==> src/scsm_pkg.sv <==
// Shared types, codes and constants for the sensor calibrated servo mapper.
// No dependencies; every other file of the block imports this package.
package scsm_pkg;

    localparam int DEF_SAMPLES_PER_AVERAGE = 10;
    localparam int ADC_BITS   = 10;
    localparam int LEVEL_W    = 10;
    localparam int BORDER_W   = 11;
    localparam int POS_W      = 8;
    localparam int BYTE_W     = 8;

    localparam logic [BORDER_W-1:0] CAL_LOW_START   = 11'd1024;
    localparam logic [BORDER_W-1:0] MIN_INIT_RESET  = 11'd0;
    localparam logic [BORDER_W-1:0] MAX_INIT_RESET  = 11'd1023;
    localparam logic [POS_W-1:0]    OPEN_POS_RESET  = 8'd0;
    localparam logic [POS_W-1:0]    CLOSE_POS_RESET = 8'd180;
    localparam logic [BYTE_W-1:0]   SPEED_MIN_RESET = 8'd0;
    localparam logic [BYTE_W-1:0]   SPEED_MAX_RESET = 8'd255;
    localparam int LED_FULL   = 255;
    localparam int POS_LIMIT  = 180;
    localparam int SPEED_FULL = 255;

    // iterative divider operand widths
    localparam int DIV_NUM_W = 27;
    localparam int DIV_DEN_W = 11;

    // command codes
    localparam logic [1:0] CMD_SAMPLE    = 2'd0;
    localparam logic [1:0] CMD_CAL_START = 2'd1;
    localparam logic [1:0] CMD_CAL_END   = 2'd2;

    // configuration register indexes
    localparam int CFG_IDX_W  = 3;
    localparam int CFG_DATA_W = 11;
    localparam logic [CFG_IDX_W-1:0] CFG_SENSOR_MIN_INIT = 3'd0;
    localparam logic [CFG_IDX_W-1:0] CFG_SENSOR_MAX_INIT = 3'd1;
    localparam logic [CFG_IDX_W-1:0] CFG_OPEN_POS        = 3'd2;
    localparam logic [CFG_IDX_W-1:0] CFG_CLOSE_POS       = 3'd3;
    localparam logic [CFG_IDX_W-1:0] CFG_SPEED_MIN       = 3'd4;
    localparam logic [CFG_IDX_W-1:0] CFG_SPEED_MAX       = 3'd5;

    typedef struct packed {
        logic [1:0]          command;
        logic [ADC_BITS-1:0] sample;
    } sample_item_t;

    typedef struct packed {
        logic [LEVEL_W-1:0] sensor_level;
        logic [BYTE_W-1:0]  led_red;
        logic [BYTE_W-1:0]  led_green;
        logic [POS_W-1:0]   position;
        logic [BYTE_W-1:0]  speed;
        logic               drive;
        logic               range_fault;
    } result_item_t;

    typedef enum logic [1:0] {
        DIV_AVG,
        DIV_GREEN,
        DIV_POS,
        DIV_SPEED
    } div_sel_t;

    typedef enum logic [3:0] {
        ST_IDLE,
        ST_AVG,
        ST_MUL1,
        ST_GRN_START,
        ST_GRN_WAIT,
        ST_POS_START,
        ST_POS_WAIT,
        ST_MUL2,
        ST_SPD_START,
        ST_SPD_WAIT,
        ST_OUT
    } ctrl_state_t;

    typedef struct packed {
        logic     take;
        logic     div_start;
        div_sel_t div_sel;
        logic     div_latch;
        logic     mul1;
        logic     mul2;
        logic     load_out;
    } dp_cmd_t;

    typedef struct packed {
        logic group_done;
        logic div_done;
        logic out_free;
    } dp_status_t;

endpackage

==> src/scsm_divider.sv <==
// Shared restoring divider, one quotient bit per cycle, unsigned operands.
// Depends on scsm_pkg for operand widths.
module scsm_divider
    import scsm_pkg::*;
(
    input  logic                 clk,
    input  logic                 rst_n,
    input  logic                 start,
    input  logic [DIV_NUM_W-1:0] num,
    input  logic [DIV_DEN_W-1:0] den,
    output logic                 done,
    output logic [DIV_NUM_W-1:0] quot
);

    localparam int CNT_W = $clog2(DIV_NUM_W);
    localparam logic [CNT_W-1:0] CNT_TOP = CNT_W'(DIV_NUM_W - 1);

    logic                 busy_reg, busy_next;
    logic                 done_reg, done_next;
    logic [CNT_W-1:0]     cnt_reg, cnt_next;
    logic [DIV_DEN_W-1:0] rem_reg, rem_next;
    logic [DIV_DEN_W-1:0] den_reg, den_next;
    logic [DIV_NUM_W-1:0] quot_reg, quot_next;
    logic [DIV_DEN_W:0]   trial;
    logic                 fits;

    always_comb
    begin
        trial     = {rem_reg, quot_reg[DIV_NUM_W-1]};
        fits      = (trial >= {1'b0, den_reg});
        busy_next = busy_reg;
        done_next = 1'b0;
        cnt_next  = cnt_reg;
        rem_next  = rem_reg;
        den_next  = den_reg;
        quot_next = quot_reg;
        if (start)
        begin
            busy_next = 1'b1;
            cnt_next  = CNT_TOP;
            rem_next  = '0;
            den_next  = den;
            quot_next = num;
        end
        else if (busy_reg)
        begin
            // shift in next numerator bit, subtract when it fits
            rem_next  = fits ? DIV_DEN_W'(trial - {1'b0, den_reg}) : trial[DIV_DEN_W-1:0];
            quot_next = {quot_reg[DIV_NUM_W-2:0], fits};
            cnt_next  = cnt_reg - 1'b1;
            if (cnt_reg == '0)
            begin
                busy_next = 1'b0;
                done_next = 1'b1;
            end
        end
    end

    always_ff @(posedge clk or negedge rst_n)
    begin
        if (!rst_n)
        begin
            busy_reg <= 1'b0;
            done_reg <= 1'b0;
            cnt_reg  <= '0;
        end
        else
        begin
            busy_reg <= busy_next;
            done_reg <= done_next;
            cnt_reg  <= cnt_next;
        end
    end

    always_ff @(posedge clk)
    begin
        rem_reg  <= rem_next;
        den_reg  <= den_next;
        quot_reg <= quot_next;
    end

    assign done = done_reg;
    assign quot = quot_reg;

endmodule

==> src/scsm_datapath.sv <==
// Datapath: sample accumulator, borders, configuration, multipliers, sign
// handling and the result register. Uses scsm_pkg and scsm_divider.
module scsm_datapath
    import scsm_pkg::*;
#(
    parameter int SAMPLES_PER_AVERAGE = DEF_SAMPLES_PER_AVERAGE
)
(
    input  logic                  clk,
    input  logic                  rst_n,
    input  logic                  cfg_we,
    input  logic [CFG_IDX_W-1:0]  cfg_index,
    input  logic [CFG_DATA_W-1:0] cfg_data,
    input  sample_item_t          sample_data,
    input  dp_cmd_t               cmd,
    output dp_status_t            status,
    output logic                  result_valid,
    input  logic                  result_stall,
    output result_item_t          result_data
);

    localparam int SUM_MAX = SAMPLES_PER_AVERAGE * ((1 << ADC_BITS) - 1);
    localparam int SUM_W   = $clog2(SUM_MAX + 1);
    localparam int CNT_W   = (SAMPLES_PER_AVERAGE > 1) ? $clog2(SAMPLES_PER_AVERAGE) : 1;
    localparam logic [CNT_W-1:0]     CNT_LAST = CNT_W'(SAMPLES_PER_AVERAGE - 1);

    // average by reciprocal: ceil(2^REC_SH / N), exact for any sum below 2^SUM_W
    localparam int REC_SH = SUM_W + $clog2(SAMPLES_PER_AVERAGE);
    localparam int REC_W  = SUM_W + 1;
    localparam logic [REC_W-1:0] REC_MUL =
        REC_W'(((1 << REC_SH) + SAMPLES_PER_AVERAGE - 1) / SAMPLES_PER_AVERAGE);

    localparam int MAG1_W = 19;  // |(x-lo)*span| <= 2047*255
    localparam int Q1_W   = 20;  // signed quotient of the first maps
    localparam int Q2_W   = 28;  // signed quotient of the speed map

    // control state
    logic [SUM_W-1:0]    sum_reg, sum_next;
    logic [CNT_W-1:0]    count_reg, count_next;
    logic [BORDER_W-1:0] border_low_reg, border_low_next;
    logic [BORDER_W-1:0] border_high_reg, border_high_next;
    logic                calibrating_reg, calibrating_next;
    logic [POS_W-1:0]    open_pos_reg, close_pos_reg;
    logic [BYTE_W-1:0]   speed_min_reg, speed_max_reg;
    logic                result_valid_reg;

    // payload
    logic [SUM_W-1:0]     group_sum_reg;
    logic [LEVEL_W-1:0]   avg_reg;
    logic [MAG1_W-1:0]    grn_mag_reg, pos_mag_reg;
    logic                 grn_neg_reg, pos_neg_reg;
    logic [DIV_DEN_W-1:0] den_mag_reg;
    logic                 fault_reg;
    logic signed [Q1_W-1:0] q_green_reg, q_pos_reg;
    logic [DIV_NUM_W-1:0] spd_mag_reg;
    logic                 spd_neg_reg;
    logic [POS_W-1:0]     spd_den_mag_reg;
    logic                 spd_den_zero_reg;
    logic signed [Q2_W-1:0] q_spd_reg;
    result_item_t         result_reg;

    logic [SUM_W-1:0]     sum_plus;
    logic                 is_sample;
    logic [DIV_NUM_W-1:0] div_num;
    logic [DIV_DEN_W-1:0] div_den;
    logic                 div_done;
    logic [DIV_NUM_W-1:0] div_quot;
    logic [SUM_W+REC_W-1:0] avg_prod;
    logic [LEVEL_W-1:0]   q_avg;

    scsm_divider u_div (
        .clk   (clk),
        .rst_n (rst_n),
        .start (cmd.div_start),
        .num   (div_num),
        .den   (div_den),
        .done  (div_done),
        .quot  (div_quot)
    );

    assign is_sample = (sample_data.command == CMD_SAMPLE);
    assign sum_plus  = sum_reg + SUM_W'(sample_data.sample);
    assign avg_prod  = group_sum_reg * REC_MUL;
    assign q_avg     = avg_prod[REC_SH +: LEVEL_W];

    assign status.group_done = is_sample && (count_reg == CNT_LAST);
    assign status.div_done   = div_done;
    assign status.out_free   = !result_valid_reg || !result_stall;

    // accumulator, borders and calibration flag
    always_comb
    begin
        sum_next         = sum_reg;
        count_next       = count_reg;
        border_low_next  = border_low_reg;
        border_high_next = border_high_reg;
        calibrating_next = calibrating_reg;
        if (cfg_we && cfg_index == CFG_SENSOR_MIN_INIT)
            border_low_next = cfg_data;
        else if (cfg_we && cfg_index == CFG_SENSOR_MAX_INIT)
            border_high_next = cfg_data;
        else if (cmd.take)
        begin
            priority case (sample_data.command)
                CMD_CAL_START:
                begin
                    border_low_next  = CAL_LOW_START;
                    border_high_next = '0;
                    calibrating_next = 1'b1;
                    sum_next         = '0;
                    count_next       = '0;
                end
                CMD_CAL_END:
                    calibrating_next = 1'b0;
                CMD_SAMPLE:
                begin
                    if (count_reg == CNT_LAST)
                    begin
                        sum_next   = '0;
                        count_next = '0;
                    end
                    else
                    begin
                        sum_next   = sum_plus;
                        count_next = count_reg + 1'b1;
                    end
                end
                default:
                    ;
            endcase
        end
        else if (cmd.div_latch && cmd.div_sel == DIV_AVG && calibrating_reg)
        begin
            // new average widens the calibrated range
            if ({1'b0, q_avg} < border_low_reg)
                border_low_next = {1'b0, q_avg};
            else if ({1'b0, q_avg} > border_high_reg)
                border_high_next = {1'b0, q_avg};
        end
    end

    always_ff @(posedge clk or negedge rst_n)
    begin
        if (!rst_n)
        begin
            sum_reg         <= '0;
            count_reg       <= '0;
            border_low_reg  <= MIN_INIT_RESET;
            border_high_reg <= MAX_INIT_RESET;
            calibrating_reg <= 1'b0;
            open_pos_reg    <= OPEN_POS_RESET;
            close_pos_reg   <= CLOSE_POS_RESET;
            speed_min_reg   <= SPEED_MIN_RESET;
            speed_max_reg   <= SPEED_MAX_RESET;
        end
        else
        begin
            sum_reg         <= sum_next;
            count_reg       <= count_next;
            border_low_reg  <= border_low_next;
            border_high_reg <= border_high_next;
            calibrating_reg <= calibrating_next;
            if (cfg_we)
            begin
                priority case (cfg_index)
                    CFG_OPEN_POS:  open_pos_reg  <= cfg_data[POS_W-1:0];
                    CFG_CLOSE_POS: close_pos_reg <= cfg_data[POS_W-1:0];
                    CFG_SPEED_MIN: speed_min_reg <= cfg_data[BYTE_W-1:0];
                    CFG_SPEED_MAX: speed_max_reg <= cfg_data[BYTE_W-1:0];
                    default:       ;
                endcase
            end
        end
    end

    // divider operand select
    always_comb
    begin
        unique case (cmd.div_sel)
            DIV_GREEN:
            begin
                div_num = DIV_NUM_W'(grn_mag_reg);
                div_den = den_mag_reg;
            end
            DIV_POS:
            begin
                div_num = DIV_NUM_W'(pos_mag_reg);
                div_den = den_mag_reg;
            end
            DIV_SPEED:
            begin
                div_num = spd_mag_reg;
                div_den = DIV_DEN_W'(spd_den_mag_reg);
            end
            default:
            begin
                div_num = '0;
                div_den = '0;
            end
        endcase
    end

    // first products: (x-lo)*255 and (x-lo)*(close-open)
    logic signed [11:0] diff_x, rng;
    logic signed [8:0]  pos_span, spd_span;
    logic signed [19:0] p_green;
    logic signed [20:0] p_pos;
    logic signed [29:0] p_spd;
    logic signed [Q1_W-1:0] q1_mag;
    logic signed [Q2_W-1:0] q2_mag;

    assign diff_x   = $signed({2'b00, avg_reg}) - $signed({1'b0, border_low_reg});
    assign rng      = $signed({1'b0, border_high_reg}) - $signed({1'b0, border_low_reg});
    assign pos_span = $signed({1'b0, close_pos_reg}) - $signed({1'b0, open_pos_reg});
    assign spd_span = $signed({1'b0, speed_max_reg}) - $signed({1'b0, speed_min_reg});
    assign p_green  = ($signed(20'(diff_x)) <<< 8) - 20'(diff_x);
    assign p_pos    = diff_x * pos_span;
    assign p_spd    = q_pos_reg * spd_span;
    assign q1_mag   = $signed({1'b0, div_quot[MAG1_W-1:0]});
    assign q2_mag   = $signed({1'b0, div_quot});

    always_ff @(posedge clk)
    begin
        if (cmd.take && status.group_done)
            group_sum_reg <= sum_plus;
        if (cmd.div_latch)
        begin
            unique case (cmd.div_sel)
                DIV_AVG:   avg_reg <= q_avg;
                DIV_GREEN: q_green_reg <= fault_reg ? '0 : (grn_neg_reg ? -q1_mag : q1_mag);
                DIV_POS:   q_pos_reg   <= fault_reg ? '0 : (pos_neg_reg ? -q1_mag : q1_mag);
                DIV_SPEED: q_spd_reg   <= spd_den_zero_reg ? '0 :
                                          (spd_neg_reg ? -q2_mag : q2_mag);
                default:   ;
            endcase
        end
        if (cmd.mul1)
        begin
            grn_mag_reg <= MAG1_W'(p_green[19] ? -p_green : p_green);
            pos_mag_reg <= MAG1_W'(p_pos[20] ? -p_pos : p_pos);
            grn_neg_reg <= p_green[19] ^ rng[11];
            pos_neg_reg <= p_pos[20] ^ rng[11];
            den_mag_reg <= DIV_DEN_W'(rng[11] ? -rng : rng);
            fault_reg   <= (rng == '0);
        end
        if (cmd.mul2)
        begin
            spd_mag_reg      <= DIV_NUM_W'(p_spd[29] ? -p_spd : p_spd);
            spd_neg_reg      <= p_spd[29] ^ pos_span[8];
            spd_den_mag_reg  <= POS_W'(pos_span[8] ? -pos_span : pos_span);
            spd_den_zero_reg <= (pos_span == '0);
        end
    end

    // final sums and saturation
    logic signed [20:0] green_v, red_v, pos_v;
    logic signed [28:0] spd_v;

    assign green_v = 21'(q_green_reg);
    assign red_v   = 21'(LED_FULL) - 21'(q_green_reg);
    assign pos_v   = 21'(q_pos_reg) + $signed({13'd0, open_pos_reg});
    assign spd_v   = 29'(q_spd_reg) + $signed({21'd0, speed_min_reg});

    always_ff @(posedge clk)
    begin
        if (cmd.load_out)
        begin
            result_reg.sensor_level <= avg_reg;
            result_reg.led_green    <= green_v < 0 ? '0 :
                                       green_v > 21'sd255 ? BYTE_W'(LED_FULL) : green_v[7:0];
            result_reg.led_red      <= red_v < 0 ? '0 :
                                       red_v > 21'sd255 ? BYTE_W'(LED_FULL) : red_v[7:0];
            result_reg.position     <= pos_v < 0 ? '0 :
                                       pos_v > 21'sd180 ? POS_W'(POS_LIMIT) : pos_v[7:0];
            result_reg.speed        <= spd_v < 0 ? '0 :
                                       spd_v > 29'sd255 ? BYTE_W'(SPEED_FULL) : spd_v[7:0];
            result_reg.drive        <= (q_pos_reg > 0);
            result_reg.range_fault  <= fault_reg;
        end
    end

    always_ff @(posedge clk or negedge rst_n)
    begin
        if (!rst_n)
            result_valid_reg <= 1'b0;
        else if (cmd.load_out)
            result_valid_reg <= 1'b1;
        else if (!result_stall)
            result_valid_reg <= 1'b0;
    end

    assign result_valid = result_valid_reg;
    assign result_data  = result_reg;

endmodule

==> src/scsm_ctrl.sv <==
// Controller state machine: sequences averaging, products and divisions.
// Depends on scsm_pkg for state, command and status types.
module scsm_ctrl
    import scsm_pkg::*;
(
    input  logic       clk,
    input  logic       rst_n,
    input  logic       sample_valid,
    output logic       sample_stall,
    input  dp_status_t status,
    output dp_cmd_t    cmd
);

    ctrl_state_t state_reg, state_next;

    always_ff @(posedge clk or negedge rst_n)
    begin
        if (!rst_n)
            state_reg <= ST_IDLE;
        else
            state_reg <= state_next;
    end

    always_comb
    begin
        state_next    = state_reg;
        sample_stall  = 1'b1;
        cmd.take      = 1'b0;
        cmd.div_start = 1'b0;
        cmd.div_sel   = DIV_AVG;
        cmd.div_latch = 1'b0;
        cmd.mul1      = 1'b0;
        cmd.mul2      = 1'b0;
        cmd.load_out  = 1'b0;
        unique case (state_reg)
            ST_IDLE:
            begin
                sample_stall = 1'b0;
                if (sample_valid)
                begin
                    cmd.take = 1'b1;
                    if (status.group_done)
                        state_next = ST_AVG;
                end
            end
            ST_AVG:
            begin
                // average comes straight from the reciprocal product
                cmd.div_latch = 1'b1;
                state_next    = ST_MUL1;
            end
            ST_MUL1:
            begin
                cmd.mul1   = 1'b1;
                state_next = ST_GRN_START;
            end
            ST_GRN_START:
            begin
                cmd.div_sel   = DIV_GREEN;
                cmd.div_start = 1'b1;
                state_next    = ST_GRN_WAIT;
            end
            ST_GRN_WAIT:
            begin
                cmd.div_sel = DIV_GREEN;
                if (status.div_done)
                begin
                    cmd.div_latch = 1'b1;
                    state_next    = ST_POS_START;
                end
            end
            ST_POS_START:
            begin
                cmd.div_sel   = DIV_POS;
                cmd.div_start = 1'b1;
                state_next    = ST_POS_WAIT;
            end
            ST_POS_WAIT:
            begin
                cmd.div_sel = DIV_POS;
                if (status.div_done)
                begin
                    cmd.div_latch = 1'b1;
                    state_next    = ST_MUL2;
                end
            end
            ST_MUL2:
            begin
                cmd.mul2   = 1'b1;
                state_next = ST_SPD_START;
            end
            ST_SPD_START:
            begin
                cmd.div_sel   = DIV_SPEED;
                cmd.div_start = 1'b1;
                state_next    = ST_SPD_WAIT;
            end
            ST_SPD_WAIT:
            begin
                cmd.div_sel = DIV_SPEED;
                if (status.div_done)
                begin
                    cmd.div_latch = 1'b1;
                    state_next    = ST_OUT;
                end
            end
            ST_OUT:
            begin
                if (status.out_free)
                begin
                    cmd.load_out = 1'b1;
                    state_next   = ST_IDLE;
                end
            end
            default:
                state_next = ST_IDLE;
        endcase
    end

endmodule

==> src/sensor_calibrated_servo_mapper_top.sv <==
// Top level of the sensor calibrated servo mapper: controller plus datapath.
// Depends on scsm_pkg, scsm_ctrl, scsm_datapath (and scsm_divider below it).
//
//  channel   direction  handshake            payload
//  sample    in         sample_valid/stall   sample_data  (sample_item_t)
//  result    out        result_valid/stall   result_data  (result_item_t)
//  cfg       in         cfg_valid/cfg_ready  cfg_index, cfg_data
//
// Commands and non-final samples are taken in the idle state. The sample that
// closes a group of SAMPLES_PER_AVERAGE is averaged by a reciprocal multiply,
// then makes three passes (load, 27 quotient steps, latch) through the
// shared bit-serial divider: LED map, position map, speed map. With two
// product steps and the output load, that item holds the sample side until
// its result is loaded, which waits while the result register is still held.
// Reset is asynchronous, active low, and restores the register defaults.
// A waiting result sits in the output register and does not block intake;
// only the next completed group waits for the result side to drain.
module sensor_calibrated_servo_mapper_top
    import scsm_pkg::*;
#(
    parameter int SAMPLES_PER_AVERAGE = DEF_SAMPLES_PER_AVERAGE
)
(
    input  logic                  clk,
    input  logic                  rst_n,
    input  logic                  sample_valid,
    output logic                  sample_stall,
    input  sample_item_t          sample_data,
    output logic                  result_valid,
    input  logic                  result_stall,
    output result_item_t          result_data,
    input  logic                  cfg_valid,
    output logic                  cfg_ready,
    input  logic [CFG_IDX_W-1:0]  cfg_index,
    input  logic [CFG_DATA_W-1:0] cfg_data
);

    dp_cmd_t    cmd;
    dp_status_t status;

    // registers are plain flops, so writes always land
    assign cfg_ready = 1'b1;

    scsm_ctrl u_ctrl (
        .clk          (clk),
        .rst_n        (rst_n),
        .sample_valid (sample_valid),
        .sample_stall (sample_stall),
        .status       (status),
        .cmd          (cmd)
    );

    scsm_datapath #(
        .SAMPLES_PER_AVERAGE (SAMPLES_PER_AVERAGE)
    ) u_dp (
        .clk          (clk),
        .rst_n        (rst_n),
        .cfg_we       (cfg_valid && cfg_ready),
        .cfg_index    (cfg_index),
        .cfg_data     (cfg_data),
        .sample_data  (sample_data),
        .cmd          (cmd),
        .status       (status),
        .result_valid (result_valid),
        .result_stall (result_stall),
        .result_data  (result_data)
    );

endmodule

==> config.mk <==
export PLATFORM = sky130hd
export DESIGN_NAME = sensor_calibrated_servo_mapper_top
export DESIGN_NICKNAME = d
export VERILOG_FILES = /design/src/scsm_pkg.sv /design/src/scsm_divider.sv /design/src/scsm_datapath.sv /design/src/scsm_ctrl.sv /design/src/sensor_calibrated_servo_mapper_top.sv
export SDC_FILE = /design/constraint.sdc
export NUM_CORES = 2
export LEC_CHECK = 0
export ABC_AREA = 1
export BUFFER_PORTS_ARGS = -buffer_cell sky130_fd_sc_hd__buf_2
export CAP_MARGIN = 5
export CORE_AREA = 2 2 187 372
export CTS_CLUSTER_SIZE = 14
export DETAILED_ROUTE_END_ITERATION = 10
export DIE_AREA = 0 0 189 374
export PLACE_DENSITY = 0.71
export RECOVER_POWER = 25
export SYNTH_ARGS = -nofsm -noshare
export SYNTH_HDL_FRONTEND = slang
export SYNTH_HIERARCHICAL = 1
export SYNTH_SLANG_ARGS = --single-unit
==> constraint.sdc <==
create_clock -name clk -period 9.8 [get_ports clk]
set_input_delay 0.49 -clock clk [delete_from_list [all_inputs] [get_ports clk]]
set_output_delay 0.49 -clock clk [all_outputs]
set_load 0.05 [all_outputs]
==> flow_summary.ini <==
[setup_path]
cp.required_ns = 10.14
ff2ff_setup_slack_ns = 1.44
rr_endpoint = u_dp/spd_mag_reg[15]
crit_path_frequent_cell = nand2_1
criticalPathCategory = flip-flop to flip-flop
regToRegStartpoint = u_dp/speed_max_reg[3]
worst_setup_path_start_kind = flip-flop
reg2regPathDepth = 30
timing.critical_path.arrival_ns = 8.70
critical_path_peak_fanout = 21
cpPeakStageDelay_ns = 0.62
timing.critical_path.to_type = flip-flop
crit_slowest_cell = clkinv_1

[synthesis]
muxShareOfSynthArea = 0
yosys.cell_types.count = 68
synth-edff-count = 263
synth_seq_area_share = 0.283
syn-mean-instance-area_um2 = 8.17
synthesized_area_mm2 = 0.0364
asyncSetResetFlopFracSynth = 0.237
synthSimpleGateAreaFrac = 0.211
synth_xor_xnor_area_share = 0.0513
postSynth.topFlopCell = edfxtp_1
synth_top_family_by_area = adder cells
synth_adder_area_share = 0.280
post_synthesis_compound_gate_area_fraction = 0.0748
synth_nets = 5110
postSynthRegisterBits = 359
yosysWarningCount = 6
synthCells = 4448

[die]
die-width_um = 189
i_o_pin_count = 78
die_area_mm2 = 0.0707
start_util = 0.537
floorplan.rows = 135
coreArea_mm2 = 0.0677
die_y_um = 374

[placed_design]
port_buffers = 76
place_congestion = 0.968
hpwl_mm = 89.5

[worst_hold_path]
holdCritStartpoint = cfg_data[10]
min_delay_path_class = primary input to flip-flop
worst_hold_path.endpoint = u_dp/border_high_reg[10]
whs_path_depth = 3

[layout]
drive_gt1_frac = 0.0475
largest_register_ffs = 44
fill_cells = 6274
flow.area_growth_from_synthesis_pct = 6.68
layout.nets = 5162

[clocking]
later_pin_clock_latency_in_the_skew_report_ns = 0.60
max-clock-path-buffers = 3
cts_made_buffers = 36
postCtsSetupBuffers = 0
cts.clk_slew.worst_paths_ns = 0.07
cts.htree.levels = 2
numClockSinks = 359
cts_tree = done
cts.repair.resized = 0
clk_root_buffer_cell = clkbuf_16

[global_route]
grt_pass1_vias = 30900
initial_antenna_violation_count = 5
grt_util_all_layers = 0.311
grt_overflow = 0
grt_first_pass_wirelength_mm = 166
grt_max_degree = 56

[routing]
wl_per_cell_um = 19.9
route.detailed.drc = 0
routed_via_density = 5.50
detail_route.first_pass.iterations = 7
drt_first_iter_violations = 1680
finalWirelength_mm = 108
vias = 29800
final_antenna_net_count = 0

[timing]
maxClockFrequency_mhz = 120
final-max-slew-violation-count = 88
final_period_minus_worst_setup_slack_ns = 8.36
timing.final.hold_violations = 0
layout_worst_path_cycle_share = 0.853
setup_total_negative_slack_ns = 0
rsz0062_at_grt = no
clock_skew_ns = 0.0335
worst_slew_pin_slew_ns = 3.14
timing.max_slew.rel_slack = -1.09
setup_viol = 0

[outcome]
outcome = finished with violations
failed_checks = capacitance limit, slew limit

[run]
count_of_max_cap_constraint_violations = 2
[worst max-delay path, delay by kind of cell, from the launching register on]
| family | cells | cell delay, ns |
|---|---|---|
| compound gates | 7 | 1.45 |
| xor+xnor | 1 | 0.16 |
| fa+ha+maj | 7 | 2.93 |
| buf+inv | 4 | 1.20 |
| flops | 1 | 0.53 |
| simple gates | 11 | 1.84 |
[metrics by stage]
step                      instances  cell area, um2  setup WS, ns   util  hold WS [ns]
after global routing           5421           38800         0.877  0.573         0.161
after global placement         5351           37700          1.62  0.556         0.457
final                          5421           38800          1.44  0.573         0.149
after CTS                      5416           38800          1.53  0.574         0.125
after detailed placement       5351           37700          1.51  0.556         0.460
after floorplan                4448           36400          2.80      -         0.194
[routing by layer]
metal / global-route usage / up-vias / share of wire
met2: 0.596 / 956 / 0.54
met5: 0 / - / 0
met1: 0.269 / 14200 / 0.30
li1: - / 14200 / -
met4: 0.306 / 0 / 0.12
met3: 0.0342 / 462 / 0.037
[synth_stat cells, types with 10 or more instances]
cell type	count	area (um2)
a21o_1	15	113
a21oi_1	217	1090
buf_2	11	55.1
clkbuf_1	70	263
dfrtp_1	63	1580
dfstp_2	22	578
dfxtp_1	11	220
edfxtp_1	263	7900
fa_1	306	6130
ha_1	325	4070
inv_1	840	3150
nand2_1	963	3610
nand2_2	24	150
nand3_1	217	1090
nand3_2	10	100
nand4_1	67	419
nor2_1	381	1430
nor2_2	15	93.8
nor3_1	54	270
nor4_1	16	100
o211ai_1	10	75.1
o21ai_0	205	1030
o21bai_1	11	82.6
o22ai_1	12	75.1
or2_2	13	81.3
xnor2_1	59	517
xor2_1	152	1330
[final cells by class]
class                   instances  area (um2)  area share
clock inverters                16         170     0.00439
flip-flops and latches        359       10300       0.265
diodes                          5        12.5    0.000323
multi-input cells            3140       22500       0.579
inverters                     859        3230      0.0832
clock buffers                  48         998      0.0257
repair buffers                104         526      0.0136
well taps                     890        1110      0.0287
[placed cells by master (no fill, tap or decap), types with 24 or more instances in the layout]
cell,n
fa_1,306
edfxtp_1,263
nand4_1,67
ha_1,325
nand3_1,217
xor2_1,152
nand2_1,963
xnor2_1,59
o21ai_0,205
inv_1,843
buf_2,28
nor3_1,53
nand2_2,24
buf_4,25
nor2_1,382
dfrtp_1,63
clkbuf_16,38
clkbuf_1,59
a21oi_1,217
[how the worst max path moves through the flow]
stage	endpoint	cells past startpoint	slack [ns]	startpoint
final	u_dp/spd_mag_reg[15]	30	1.44	u_dp/speed_max_reg[3]
after global routing	u_dp/spd_mag_reg[15]	31	0.88	u_dp/speed_min_reg[3]
after CTS	u_dp/spd_mag_reg[15]	30	1.53	u_dp/speed_max_reg[3]
after detailed placement	u_dp/spd_mag_reg[15]	30	1.51	u_dp/speed_max_reg[3]
after global placement	u_dp/spd_mag_reg[15]	30	1.62	u_dp/speed_max_reg[3]
after floorplan	u_dp/pos_mag_reg[15]	36	2.80	u_dp/close_pos_reg[0]
[timing repair]
item | in CTS | in global routing
hold buffers | 1 | 0
endpoints found under the hold margin | 30 | 0
endpoints found under the setup margin | 0 | 0
[kinds of logic (layout without fill, tap and decap cells)]
logic type / Yosys count / after routing
flip-flops: 359 / 359
XOR/XNOR: 212 / 212
adder cells (fa/ha/maj): 631 / 631
buffers and inverters: 949 / 1027
AND/OR/NAND/NOR: 1792 / 1792
AO/OA/AOI/OAI: 504 / 504
other: 1 / 6
Power is left out: the tool's default activity adds up to more than one toggle a clock period on the data nets, which glitch-free logic cannot reach.
